### config.mk
export PLATFORM = sky130hd
export DESIGN_NAME = cfpa_back
export DESIGN_NICKNAME = d
export VERILOG_FILES = /design/src/hw/rtl/cfpa_pkg.sv /design/src/hw/rtl/cfpa_back.sv
export SDC_FILE = /design/constraint.sdc
export NUM_CORES = 1
export LEC_CHECK = 0
export CORE_ASPECT_RATIO = 1.4
export CORE_MARGIN = 2
export CORE_UTILIZATION = 45
export DETAILED_ROUTE_END_ITERATION = 16
export DONT_BUFFER_PORTS = 1
export MAX_ROUTING_LAYER = met4
export SLEW_MARGIN = 20
export SYNTH_ARGS = -nofsm -noshare
export SYNTH_HDL_FRONTEND = slang
export SYNTH_SLANG_ARGS = --single-unit
export TNS_END_PERCENT = 20
### constraint.sdc
create_clock -name clk -period 4.6 [get_ports clk]
set_clock_uncertainty 0.15 [all_clocks]
set_input_delay 0.69 -clock clk [delete_from_list [all_inputs] [get_ports clk]]
set_output_delay 0.69 -clock clk [all_outputs]
set_load 0.03 [all_outputs]
### src/hw/rtl/cfpa_pkg.sv
package cfpa_pkg;

    // Operand format and CORDIC depth
    localparam int DW       = 16;
    localparam int FW       = 11;
    localparam int STEPS    = 16;
    localparam int GUARD    = 16;
    localparam int ANG_FRAC = 30;

    // Internal widths
    localparam int XW    = DW + GUARD + 3;        // CORDIC x, y, z
    localparam int PW    = 2 * DW;                // one product
    localparam int SW    = 2 * DW + 1;            // sum of two products
    localparam int DNW   = 2 * DW;                // |b|^2
    localparam int IBITS = DW - FW;               // quotient bits above the point
    localparam int QW    = DW + 1;                // quotient bits incl. rounding bit
    localparam int RW    = DNW + IBITS;           // partial remainder
    localparam int MAGW  = 24;                    // magnitude before saturation
    localparam int NCELL = (STEPS > QW) ? STEPS : QW;

    // Stream word widths
    localparam int IN_TW  = 72;
    localparam int OUT_TW = 40;

    localparam logic signed [XW-1:0] PI_Z      = 35'sd3373259426;
    localparam logic [29:0]          INV_GAIN  = 30'd652032874;

    localparam logic [29:0] ATAN_Q30 [32] = '{
        30'h3243F6A8, 30'h1DAC6705, 30'h0FADBAFC, 30'h07F56EA6, 30'h03FEAB76,
        30'h01FFD55B, 30'h00FFFAAA, 30'h007FFF55, 30'h003FFFEA, 30'h001FFFFD,
        30'h000FFFFF, 30'h0007FFFF, 30'h0003FFFF, 30'h0001FFFF, 30'h0000FFFF,
        30'h00007FFF, 30'h00003FFF, 30'h00001FFF, 30'h00000FFF, 30'h000007FF,
        30'h000003FF, 30'h000001FF, 30'h000000FF, 30'h0000007F, 30'h0000003F,
        30'h0000001F, 30'h0000000F, 30'h00000008, 30'h00000004, 30'h00000002,
        30'h00000001, 30'h00000000
    };

    typedef enum logic [2:0] {
        FN_ADD   = 3'd0,
        FN_SUB   = 3'd1,
        FN_MUL   = 3'd2,
        FN_DIV   = 3'd3,
        FN_CONJ  = 3'd4,
        FN_NORM  = 3'd5,
        FN_PHASE = 3'd6
    } func_t;

    // Payload handed from cell to cell
    typedef struct packed {
        func_t                 func;
        logic signed [XW-1:0]  x;
        logic signed [XW-1:0]  y;
        logic signed [XW-1:0]  z;
        logic [DNW-1:0]        dn;
        logic [RW-1:0]         r_re;
        logic [RW-1:0]         r_im;
        logic [QW-1:0]         q_re;
        logic [QW-1:0]         q_im;
        logic                  neg_re;
        logic                  neg_im;
        logic                  big_re;
        logic                  big_im;
        logic                  a_zero;
        logic                  dz;
        logic signed [DW-1:0]  res_re;
        logic signed [DW-1:0]  res_im;
        logic                  ov;
    } cell_t;

    typedef struct packed {
        logic signed [DW-1:0] res_re;
        logic signed [DW-1:0] res_im;
        logic                 ov;
        logic                 dz;
    } res_t;

    // Saturate a one-bit-grown value; returns {overflow, value}
    function automatic logic [DW:0] clamp_s(input logic signed [DW:0] v);
        logic [DW-1:0] sat;
        sat = v[DW] ? {1'b1, {(DW-1){1'b0}}} : {1'b0, {(DW-1){1'b1}}};
        return (v[DW] != v[DW-1]) ? {1'b1, sat} : {1'b0, v[DW-1:0]};
    endfunction

    // Signed result from sign and magnitude; returns {overflow, value}
    function automatic logic [DW:0] from_mag(input logic neg, input logic [MAGW-1:0] mag);
        logic [MAGW-1:0] lim;
        logic [MAGW-1:0] m;
        logic [MAGW-1:0] v;
        logic            ov;
        lim = neg ? (MAGW'(1) << (DW - 1)) : ((MAGW'(1) << (DW - 1)) - MAGW'(1));
        ov  = mag > lim;
        m   = ov ? lim : mag;
        v   = neg ? (MAGW'(0) - m) : m;
        return {ov, v[DW-1:0]};
    endfunction

endpackage

### src/hw/rtl/cfpa_back.sv
module cfpa_back (
    input  logic            clk,
    input  logic            rst_n,
    input  logic            en,
    input  logic            in_valid,
    input  cfpa_pkg::cell_t in_c,
    output logic            out_valid,
    output cfpa_pkg::res_t  out_r
);
    import cfpa_pkg::*;

    localparam int XLW    = GUARD + 1;
    localparam int PRW    = XLW + 30;
    localparam int SUMW   = PRW + XLW;
    localparam int NRM_SH = ANG_FRAC + GUARD;
    localparam int PH_SH  = ANG_FRAC - FW;

    typedef struct packed {
        func_t                 func;
        res_t                  r;
        logic [PRW-1:0]        ph;
        logic [PRW-1:0]        pl;
    } back_t;

    back_t                 c_next, c_reg;
    logic                  valid_reg;
    logic [QW:0]           qr, qi;
    logic [DW:0]           dr, di, fp, fn;
    logic [XW-1:0]         zmag, zt;
    logic [SUMW-1:0]       sum;

    // Stage C: quotient rounding, phase rounding, norm partial products
    always_comb
    begin
        qr   = ({1'b0, in_c.q_re} + (QW+1)'(1)) >> 1;
        qi   = ({1'b0, in_c.q_im} + (QW+1)'(1)) >> 1;
        dr   = from_mag(in_c.neg_re, in_c.big_re ? '1 : MAGW'(qr));
        di   = from_mag(in_c.neg_im, in_c.big_im ? '1 : MAGW'(qi));
        zmag = in_c.z[XW-1] ? XW'(-in_c.z) : XW'(in_c.z);
        zt   = zmag + (XW'(1) << (PH_SH - 1));
        fp   = from_mag(in_c.z[XW-1], MAGW'(zt >> PH_SH));

        c_next      = '0;
        c_next.func = in_c.func;
        c_next.ph   = PRW'(in_c.x[XW-2:XLW]) * PRW'(INV_GAIN);
        c_next.pl   = PRW'(in_c.x[XLW-1:0]) * PRW'(INV_GAIN);
        unique case (in_c.func)
            FN_DIV:
            begin
                if (in_c.dz)
                    c_next.r.dz = 1'b1;
                else
                begin
                    c_next.r.res_re = dr[DW-1:0];
                    c_next.r.res_im = di[DW-1:0];
                    c_next.r.ov     = dr[DW] | di[DW];
                end
            end
            FN_PHASE:
            begin
                if (!in_c.a_zero)
                begin
                    c_next.r.res_re = fp[DW-1:0];
                    c_next.r.ov     = fp[DW];
                end
            end
            FN_NORM:
            begin
                c_next.r = '0;
            end
            default:
            begin
                c_next.r.res_re = in_c.res_re;
                c_next.r.res_im = in_c.res_im;
                c_next.r.ov     = in_c.ov;
            end
        endcase
    end

    always_ff @(posedge clk or negedge rst_n)
    begin
        if (!rst_n)
            valid_reg <= 1'b0;
        else if (en)
            valid_reg <= in_valid;
    end

    always_ff @(posedge clk)
    begin
        if (en)
            c_reg <= c_next;
    end

    // Stage D: combine the norm products and pick the result
    always_comb
    begin
        sum = {c_reg.ph, {XLW{1'b0}}} + SUMW'(c_reg.pl) + (SUMW'(1) << (NRM_SH - 1));
        fn  = from_mag(1'b0, MAGW'(sum >> NRM_SH));
        out_r = c_reg.r;
        if (c_reg.func == FN_NORM)
        begin
            out_r.res_re = fn[DW-1:0];
            out_r.res_im = '0;
            out_r.ov     = fn[DW];
            out_r.dz     = 1'b0;
        end
    end

    assign out_valid = valid_reg;

endmodule

==> out/results.tsv <==
metric	value	unit
post-synthesis sequential area ratio	0.1290	
pre-CTS setup slack	-2245	ps
status	finished with violations	
DRC	0	
Die X	208.2	um
vias in the first global route	23400	
number of synthesized flops with an enable pin	112	
final wirelength	80700	um
global-route wire length before repair	126800	um
CORE AREA	57650	sq um
Mapped Cells	2700	
commonest non-fill, non-tap cells in the layout	560 x buf_4, 495 x inv_1, 375 x fa_1, 361 x ha_1, 120 x nor2_1	
final setup violating endpoints	93	
Avg Cell Area, Syn	9.732	sq um
gr usage total	0.2784	
commonest non-fill, non-tap cell in the layout	buf_4	
final period utilization	1.347	
final-report max-slew violation count	0	
Critical Path RT	4640	ps
CTS sink cnt	113	
number of flip-flops in the largest register	112	
CTS tree	yes	
initial core utilization	0.4558	
P&R area growth vs syn	27.93	%
Total Nets Final	4359	
Via density	5.363	
global route overflow	0	
post-route ant nets	0	
layout cells sized above 1	0.2821	
Max Cap Viol	0	
TritonCTS buffer count	17	
H-tree depth	4	
Mapped Area	26280	sq um
placement row count	104	
root buf cell	clkbuf_16	
Post-synth top flop	edfxtp_1	
#FFs+latches synth	113	
worst setup margin	-1595	ps
crit path kind	in -> reg	
initial DRC count	957	
asr flop ratio synth	0.008850	
HPWL Detailed	69760	um
minimum clock period	6195	ps
RSZ-0062 raised after global routing	yes	
largest net degree at the start of global routing	114	
failing checks	setup timing	
Max Clock Freq	0.1614	GHz
yosys warns	0	
Slew Limit Headroom	0.2947	
Worst EP arrival	6240	ps
io pins	326	
WL per Instance	20.11	um
fin cells	4012	
launching element type of the critical path	primary input	
Clock Tree Buf Depth	2	
Tightest Pin Transition	1058	ps
CP max FO	7	
via count	21520	
Post-Place Cells	3945	
port bufs	0	
DRT Pass-1 Iters	5	
Hold Fails Final Rpt	0	
Fillers	5001	
syn nets	3804	
gpl congestion	1.019	
Hold WC Path Type	in -> reg	
Critical Path End Type	flop	
clock-pin slew on the worst setup and hold paths	70	ps
worst-skew pair later-pin latency	440	ps
initial antenna violation count	2	
count of different cell masters after synthesis	98	
Die H	289.9	um
DIE AREA	60370	sq um
-- repair_timing --
action | in CTS | in global routing
hold buffers | 1 | 0
setup buffers | 13 | 19
cloned | 0 | 1
hold endpoints to repair | 1 | 0
endpoints found under the setup margin | 93 | 105
resized for setup | 107 | 107
pin swaps | 91 | 80
-- kinds of logic after synthesis --
logic type,share of synthesized area
xor gates and xnor gates,0.04033
buffers and inverters,0.08771
adders and majority gates,0.5000
DFF,0.1290
and+or+nand+nor,0.1133
AOI/OAI and AO/OA,0.1235
muxes,0.006238
-- per-stage QoR --
step	setup TNS, ps	hold slack [ps]	util	area (sq um)
floorplan	-89740	244.4	-	27080
global placement	-119970	244.4	0.5529	31870
detailed placement	-124720	244.4	0.5529	31870
CTS	-82760	173.9	0.5722	32980
global route	-97790	177.1	0.5831	33610
finish	-80900	199.5	0.5831	33610
-- critical path, stage by stage --
cell and delay, ps:
fa_1 560, inv_1 60, fa_1 480, inv_1 50, fa_1 510, fa_2 460
fa_2 550, fa_2 450, ha_4 300, and4_4 200, and2_4 160, nand4_1 100
a21o_1 180, or3b_4 400, a21oi_4 160, o211ai_1 180, a31oi_2 270, a41oi_2 190
buf_4 170, xnor2_1 110
-- Yosys cell counts, types with 22 or more instances --
library cell | n | share of area
inv_1 | 526 | 0.075
a21o_1 | 44 | 0.013
nand2b_1 | 25 | 0.0060
nand4_1 | 31 | 0.0074
nand2_1 | 120 | 0.017
o21ai_0 | 94 | 0.018
clkbuf_1 | 32 | 0.0046
edfxtp_1 | 112 | 0.13
a21oi_1 | 148 | 0.028
o21a_1 | 29 | 0.0083
nor3_1 | 39 | 0.0074
nor2_1 | 136 | 0.019
a211oi_1 | 22 | 0.0063
and3_1 | 25 | 0.0060
fa_1 | 395 | 0.30
xnor2_1 | 77 | 0.026
and2_1 | 31 | 0.0074
ha_1 | 418 | 0.20
nand3_1 | 51 | 0.0097
xor2_1 | 44 | 0.015
-- layer usage --
metal,part of all wire,GRT usage
met3,0.025,0.02392
met4,0.050,0.1251
met2,0.54,0.5087
met5,0,-
met1,0.39,0.3068
-- area by class of cell --
| cell class | count | area [sq um] | share of cell area |
|---|---|---|---|
| diodes | 2 | 5.005 | 0.0001489 |
| clock inverters | 15 | 148.9 | 0.004430 |
| multi-input cells | 2009 | 22190 | 0.6600 |
| repair buffers | 588 | 4558 | 0.1356 |
| inverters | 526 | 1974 | 0.05874 |
| flip-flops and latches | 113 | 3388 | 0.1008 |
| well taps | 742 | 928.4 | 0.02762 |
| clock buffers | 17 | 425.4 | 0.01266 |
-- final timing paths --
check / depth (start not counted) / endpoint / slack (ps) / start
max: 20 / c_reg[88]$_DFFE_PP_ / -1590 / in_c[276]
min reg2reg: 1 / out_valid$_DFFE_PN0P_ / 600 / out_valid$_DFFE_PN0P_
max reg2reg: 1 / out_valid$_DFFE_PN0P_ / 3550 / out_valid$_DFFE_PN0P_
min: 0 / c_reg[129]$_DFFE_PP_ / 200 / in_c[285]
min in group asynchronous: 1 / out_valid$_DFFE_PN0P_ / 300 / rst_n
max in group asynchronous: 1 / out_valid$_DFFE_PN0P_ / 3890 / rst_n
Power is not shown: default switching activity piles up to over one toggle a cycle in this logic, so the estimate is an artifact.
