**src/hw/rtl/cfpa_pkg.sv**
```systemverilog
package cfpa_pkg;

    // Operand format and CORDIC depth
    localparam int DW       = 16;
    localparam int FW       = 11;
    localparam int STEPS    = 16;
    localparam int GUARD    = 16;
    localparam int ANG_FRAC = 30;

    // Internal widths
    localparam int XW    = DW + GUARD + 3;        // CORDIC x, y, z
    localparam int PW    = 2 * DW;                // one product
    localparam int SW    = 2 * DW + 1;            // sum of two products
    localparam int DNW   = 2 * DW;                // |b|^2
    localparam int IBITS = DW - FW;               // quotient bits above the point
    localparam int QW    = DW + 1;                // quotient bits incl. rounding bit
    localparam int RW    = DNW + IBITS;           // partial remainder
    localparam int MAGW  = 24;                    // magnitude before saturation
    localparam int NCELL = (STEPS > QW) ? STEPS : QW;

    // Stream word widths
    localparam int IN_TW  = 72;
    localparam int OUT_TW = 40;

    localparam logic signed [XW-1:0] PI_Z      = 35'sd3373259426;
    localparam logic [29:0]          INV_GAIN  = 30'd652032874;

    localparam logic [29:0] ATAN_Q30 [32] = '{
        30'h3243F6A8, 30'h1DAC6705, 30'h0FADBAFC, 30'h07F56EA6, 30'h03FEAB76,
        30'h01FFD55B, 30'h00FFFAAA, 30'h007FFF55, 30'h003FFFEA, 30'h001FFFFD,
        30'h000FFFFF, 30'h0007FFFF, 30'h0003FFFF, 30'h0001FFFF, 30'h0000FFFF,
        30'h00007FFF, 30'h00003FFF, 30'h00001FFF, 30'h00000FFF, 30'h000007FF,
        30'h000003FF, 30'h000001FF, 30'h000000FF, 30'h0000007F, 30'h0000003F,
        30'h0000001F, 30'h0000000F, 30'h00000008, 30'h00000004, 30'h00000002,
        30'h00000001, 30'h00000000
    };

    typedef enum logic [2:0] {
        FN_ADD   = 3'd0,
        FN_SUB   = 3'd1,
        FN_MUL   = 3'd2,
        FN_DIV   = 3'd3,
        FN_CONJ  = 3'd4,
        FN_NORM  = 3'd5,
        FN_PHASE = 3'd6
    } func_t;

    // Payload handed from cell to cell
    typedef struct packed {
        func_t                 func;
        logic signed [XW-1:0]  x;
        logic signed [XW-1:0]  y;
        logic signed [XW-1:0]  z;
        logic [DNW-1:0]        dn;
        logic [RW-1:0]         r_re;
        logic [RW-1:0]         r_im;
        logic [QW-1:0]         q_re;
        logic [QW-1:0]         q_im;
        logic                  neg_re;
        logic                  neg_im;
        logic                  big_re;
        logic                  big_im;
        logic                  a_zero;
        logic                  dz;
        logic signed [DW-1:0]  res_re;
        logic signed [DW-1:0]  res_im;
        logic                  ov;
    } cell_t;

    typedef struct packed {
        logic signed [DW-1:0] res_re;
        logic signed [DW-1:0] res_im;
        logic                 ov;
        logic                 dz;
    } res_t;

    // Saturate a one-bit-grown value; returns {overflow, value}
    function automatic logic [DW:0] clamp_s(input logic signed [DW:0] v);
        logic [DW-1:0] sat;
        sat = v[DW] ? {1'b1, {(DW-1){1'b0}}} : {1'b0, {(DW-1){1'b1}}};
        return (v[DW] != v[DW-1]) ? {1'b1, sat} : {1'b0, v[DW-1:0]};
    endfunction

    // Signed result from sign and magnitude; returns {overflow, value}
    function automatic logic [DW:0] from_mag(input logic neg, input logic [MAGW-1:0] mag);
        logic [MAGW-1:0] lim;
        logic [MAGW-1:0] m;
        logic [MAGW-1:0] v;
        logic            ov;
        lim = neg ? (MAGW'(1) << (DW - 1)) : ((MAGW'(1) << (DW - 1)) - MAGW'(1));
        ov  = mag > lim;
        m   = ov ? lim : mag;
        v   = neg ? (MAGW'(0) - m) : m;
        return {ov, v[DW-1:0]};
    endfunction

endpackage

```
**src/hw/rtl/cfpa_cell.sv**
```systemverilog
module cfpa_cell #(
    parameter int IDX = 0
) (
    input  logic            clk,
    input  logic            rst_n,
    input  logic            en,
    input  logic            in_valid,
    input  cfpa_pkg::cell_t in_c,
    output logic            out_valid,
    output cfpa_pkg::cell_t out_c
);
    import cfpa_pkg::*;

    cell_t                 c_next, c_reg;
    logic                  valid_reg;
    logic signed [XW-1:0]  xs, ys, ang;
    logic [RW-1:0]         ds, tr, ti;
    logic                  ge_re, ge_im;

    // One quotient bit per part; rotation while IDX < STEPS
    always_comb
    begin
        c_next = in_c;
        xs     = in_c.x >>> IDX;
        ys     = in_c.y >>> IDX;
        ang    = XW'(ATAN_Q30[IDX % 32]);
        if (IDX < STEPS)
        begin
            if (!in_c.y[XW-1])
            begin
                c_next.x = in_c.x + ys;
                c_next.y = in_c.y - xs;
                c_next.z = in_c.z + ang;
            end
            else
            begin
                c_next.x = in_c.x - ys;
                c_next.y = in_c.y + xs;
                c_next.z = in_c.z - ang;
            end
        end

        ds    = RW'({in_c.dn, {(IBITS-1){1'b0}}});
        ge_re = in_c.r_re >= ds;
        ge_im = in_c.r_im >= ds;
        tr    = ge_re ? (in_c.r_re - ds) : in_c.r_re;
        ti    = ge_im ? (in_c.r_im - ds) : in_c.r_im;
        c_next.r_re = {tr[RW-2:0], 1'b0};
        c_next.r_im = {ti[RW-2:0], 1'b0};
        c_next.q_re = {in_c.q_re[QW-2:0], ge_re};
        c_next.q_im = {in_c.q_im[QW-2:0], ge_im};
    end

    always_ff @(posedge clk or negedge rst_n)
    begin
        if (!rst_n)
            valid_reg <= 1'b0;
        else if (en)
            valid_reg <= in_valid;
    end

    always_ff @(posedge clk)
    begin
        if (en)
            c_reg <= c_next;
    end

    assign out_valid = valid_reg;
    assign out_c     = c_reg;

endmodule

```
**config.mk**
```make
export PLATFORM = sky130hd
export DESIGN_NAME = cfpa_cell
export DESIGN_NICKNAME = d
export VERILOG_FILES = /design/src/hw/rtl/cfpa_pkg.sv /design/src/hw/rtl/cfpa_cell.sv
export SDC_FILE = /design/constraint.sdc
export NUM_CORES = 1
export LEC_CHECK = 0
export ABC_CLOCK_PERIOD_IN_PS = 1300
export BUFFER_PORTS_ARGS = -buffer_cell sky130_fd_sc_hd__buf_2
export CAP_MARGIN = 20
export CORE_ASPECT_RATIO = 0.9
export CORE_MARGIN = 1
export CORE_UTILIZATION = 25
export DETAILED_ROUTE_END_ITERATION = 10
export PLACE_DENSITY_LB_ADDON = 0.1
export SLEW_MARGIN = 15
export SYNTH_ARGS = -nofsm -noshare
export SYNTH_HDL_FRONTEND = slang
export SYNTH_SLANG_ARGS = --single-unit
export TNS_END_PERCENT = 30
```
**constraint.sdc**
```tcl
create_clock -name clk -period 1.3 [get_ports clk]
set_clock_uncertainty 0.05 [all_clocks]
set_input_delay 0 -clock clk [delete_from_list [all_inputs] [get_ports clk]]
set_output_delay 0 -clock clk [all_outputs]
set_load 0.05 [all_outputs]
```
==> metrics.md <==
| Metric | Value |
|---|---|
| Status | `complete, but fails checks` |
| Failing checks | `hold timing, setup timing` |
| Synth area leaders | `edfxtp_1 (41%), ha_1 (12%), a21oi_1 (5.3%)` |
| Logic pwr share | `46.6%` |
| CP Class | `input pin to flip-flop` |
| Yosys warnings | `0` |
| Fmax | `464 MHz` |
| Utilization after layout | `47.6%` |
| Mapped Area | `0.0206 mm²` |
| Maximum VDD drop | `0.895 mV` |
| R2r setup slk | `0.50 ns` |
| Synthesized flop and latch total | `285` |
| Top FF cell, synth | `edfxtp_1` |
| Share of power burned in registers | `28.9%` |
| Final cell count without fillers | `4841` |
| Full die area | `0.0837 mm²` |
| Pin count of the biggest net entering global routing | `88` |
| Hold_sp | `in_c[147]` |
| Vias in the first global route | `23700` |
| Endpoints failing setup | `150` |
| Detailed Place HPWL | `75700 µm` |
| R2R Path End | `out_valid` |
| Die Y | `275 µm` |
| Startpoint Class | `input pin` |
| Post-synthesis sequential area ratio | `41.4%` |
| Core area | `0.0814 mm²` |
| WL final | `97200 µm` |
| Leakage | `17.1 nW` |
| Nature of the critical path endpoint | `flip-flop` |
| Initial Util | `25.4%` |
| Wire per inst | `20.1 µm` |
| Sw Share | `39.2%` |
| P&R area growth vs syn | `87.7%` |
| Post-synth top area cell | `edfxtp_1` |
| I/O Buffers | `574` |
| Synth top area share | `41.3%` |
| Clock Sinks | `285` |
| Ports | `579` |
| Num rows | `99` |
| Layout cells sized above 1 | `52.8%` |
| Area occupied by multi-input gates | `0.0147 mm²` |
| Worst r2r src | `out_valid` |
| First-pass GRT wire length | `142000 µm` |
| Fin Hold WS | `-0.405 ns` |
| Reg2Reg Depth | `1` |
| Commonest cells in the netlist | `edfxtp_1 (284), a21oi_1 (220), ha_1 (198)` |
| Distinct cell type count after synthesis | `92` |
| Synth async-reset ratio | `0.351%` |
| Number of flops mapped to enable cells by yosys | `284` |
| Switching power total | `0.0163 W` |
| Max H-tree Level | `2` |
| Layout fillers | `7749` |
| Mapped Cells | `2158` |
| GPL Wtd Cong | `0.906` |
| CTS clk-pin slew, worst paths | `0.05 ns` |
| Via-to-Cell Ratio | `4.74` |
| Final WS setup | `-0.854 ns` |
| Gr usage total | `22.1%` |
| Worst slew pin tran | `0.841 ns` |
| Clock network fraction of total power | `24.4%` |
| Critical Path RT | `1.56 ns` |
| Most frequent cell after synthesis | `edfxtp_1` |
| CTS tree | `done` |
| Hold Path Sink | `out_c[147]` |
| Vias after detailed routing | `23000` |
| Slew Viols, Final | `0` |
| Max Cap Viol | `0` |
| Min cycle time layout | `2.15 ns` |
| Slew headroom | `43.9%` |
| Grt ovf | `0` |
| Worst-path fanout max | `4` |
| Pint | `0.0252 W` |
| DIE WIDTH | `305 µm` |
| Fin. Hold Viols | `5` |
| Power Density | `1070 mW/mm²` |
| Reg area | `0.00855 mm²` |
| Final #Nets | `4247` |
| Hold-critical path depth | `1` |
| Fin crit share | `166%` |
| Placed insts | `4473` |
| Crit path DAT | `2.42 ns` |
| Clock Latency Late Sink | `0.57 ns` |
| Initial drt markers | `1060` |
| TritonRoute pass-1 iters | `5` |
| Clock buffer count from CTS | `38` |
| Antenna-violating nets left | `0` |
| Initial antenna violation count | `11` |
| Root Driver | `clkbuf_16` |
| RSZ-0062 raised after global routing | `yes` |
| Clk buf depth | `3` |
| Syn_area_per_cell | `9.57 µm²` |
| Hold Path Class | `input pin to flip-flop` |
| DR DRC count | `0` |
## cell type report
cell class                 count  share of cell area (%)
antenna                        4                  0.0258
clock buffer                  43                    2.50
clock inverter                22                   0.559
inverter                     168                    1.89
multi-input combinational   1630                    37.8
sequential                   285                    22.1
tap                         1060                    3.42
timing repair buffer        1629                    31.7
## sequential cells by signal (all words and copies together), names as in the netlist
name and cells:
out_c 284, out_valid 1
## worst max path at each step
stage / from / endpoint / slack [ns]
floorplan: in_c[248] / out_c[213] / -1.26
global placement: in_c[217] / out_c[243] / -2.05
detailed placement: in_c[214] / out_c[243] / -2.02
CTS: in_c[214] / out_c[248] / -0.88
global route: in_c[228] / out_c[282] / -0.89
finish: in_c[226] / out_c[245] / -0.85
## power groups by stage
stage,logic [W],registers (W),clock network [W]
after global routing,0.0205,0.0121,0.0108
final,0.0194,0.0120,0.0101
after detailed placement,0.0159,0.0122,0
after floorplan,0.00506,0.0163,0
after CTS,0.0182,0.0120,0.0105
after global placement,0.0159,0.0122,0
## layer usage
layer | GRT usage [%] | vias to the layer above | wire length (µm)
li1 | - | 11100 | -
met1 | 28.1 | 11100 | 42600
met2 | 39.5 | 573 | 48200
met3 | 2.80 | 121 | 4150
met4 | 5.30 | 6 | 2280
met5 | 0 | - | 28
## logic make-up (layout without fill, tap and decap cells)
family                   after synthesis  after routing  share of synthesized area (%)
buffers and inverters                246           1862                           4.79
XOR/XNOR                             140            140                           5.94
AND/OR/NAND/NOR                      559            559                           12.9
multiplexers                          17             17                          0.849
adder cells (fa/ha/maj)              204            204                           12.6
flip-flops                           285            285                           41.4
AO/OA/AOI/OAI                        706            708                           21.5
other                                  1              6                         0.0182
## through the flow
step / area [µm²] / setup slack (ns) / hold WS, ns / total power (W) / setup TNS (ns)
after CTS: 36800 / -0.881 / -0.440 / 0.0407 / -91.09
final: 38700 / -0.854 / -0.405 / 0.0415 / -87.34
after floorplan: 21000 / -1.26 / -0.346 / 0.0213 / -132.82
after detailed placement: 30600 / -2.02 / -0.272 / 0.0281 / -223.27
after global placement: 30600 / -2.05 / -0.274 / 0.0281 / -223.88
after global routing: 38700 / -0.894 / -0.436 / 0.0433 / -96.72
## timing repair
action / in CTS / in global routing
hold endpoints to repair: 346 / 8
pin swaps: 143 / 171
hold buffers: 217 / 3
resized for setup: 519 / 404
buffers inserted: 63 / 46
gates cloned: 10 / 2
endpoints found under the setup margin: 172 / 175
## critical path: stages
cell and delay (ns):
buf_2 0.11, inv_2 0.05, ha_4 0.29, nand4_1 0.11
buf_6 0.16, a211oi_4 0.24, o41ai_4 0.17, a31oi_4 0.20
buf_6 0.14, a31oi_4 0.10, o31a_1 0.30, o311a_1 0.31
a21oi_2 0.12, xor2_1 0.09
## layout by cell type (no fill, tap or decap), types with 40 or more instances in the layout
master	instances
ha_4	66
nor2_1	126
ha_1	127
o21ai_2	50
o21bai_1	44
inv_1	111
a21oi_1	145
xnor2_1	93
a21o_1	53
nand2_1	121
a21oi_2	52
dlygate4sd3_1	220
o21ai_0	70
buf_4	751
o21ai_1	56
edfxtp_1	284
buf_2	524
clkbuf_16	40
buf_6	93
Power figures use the tool's default switching activity.
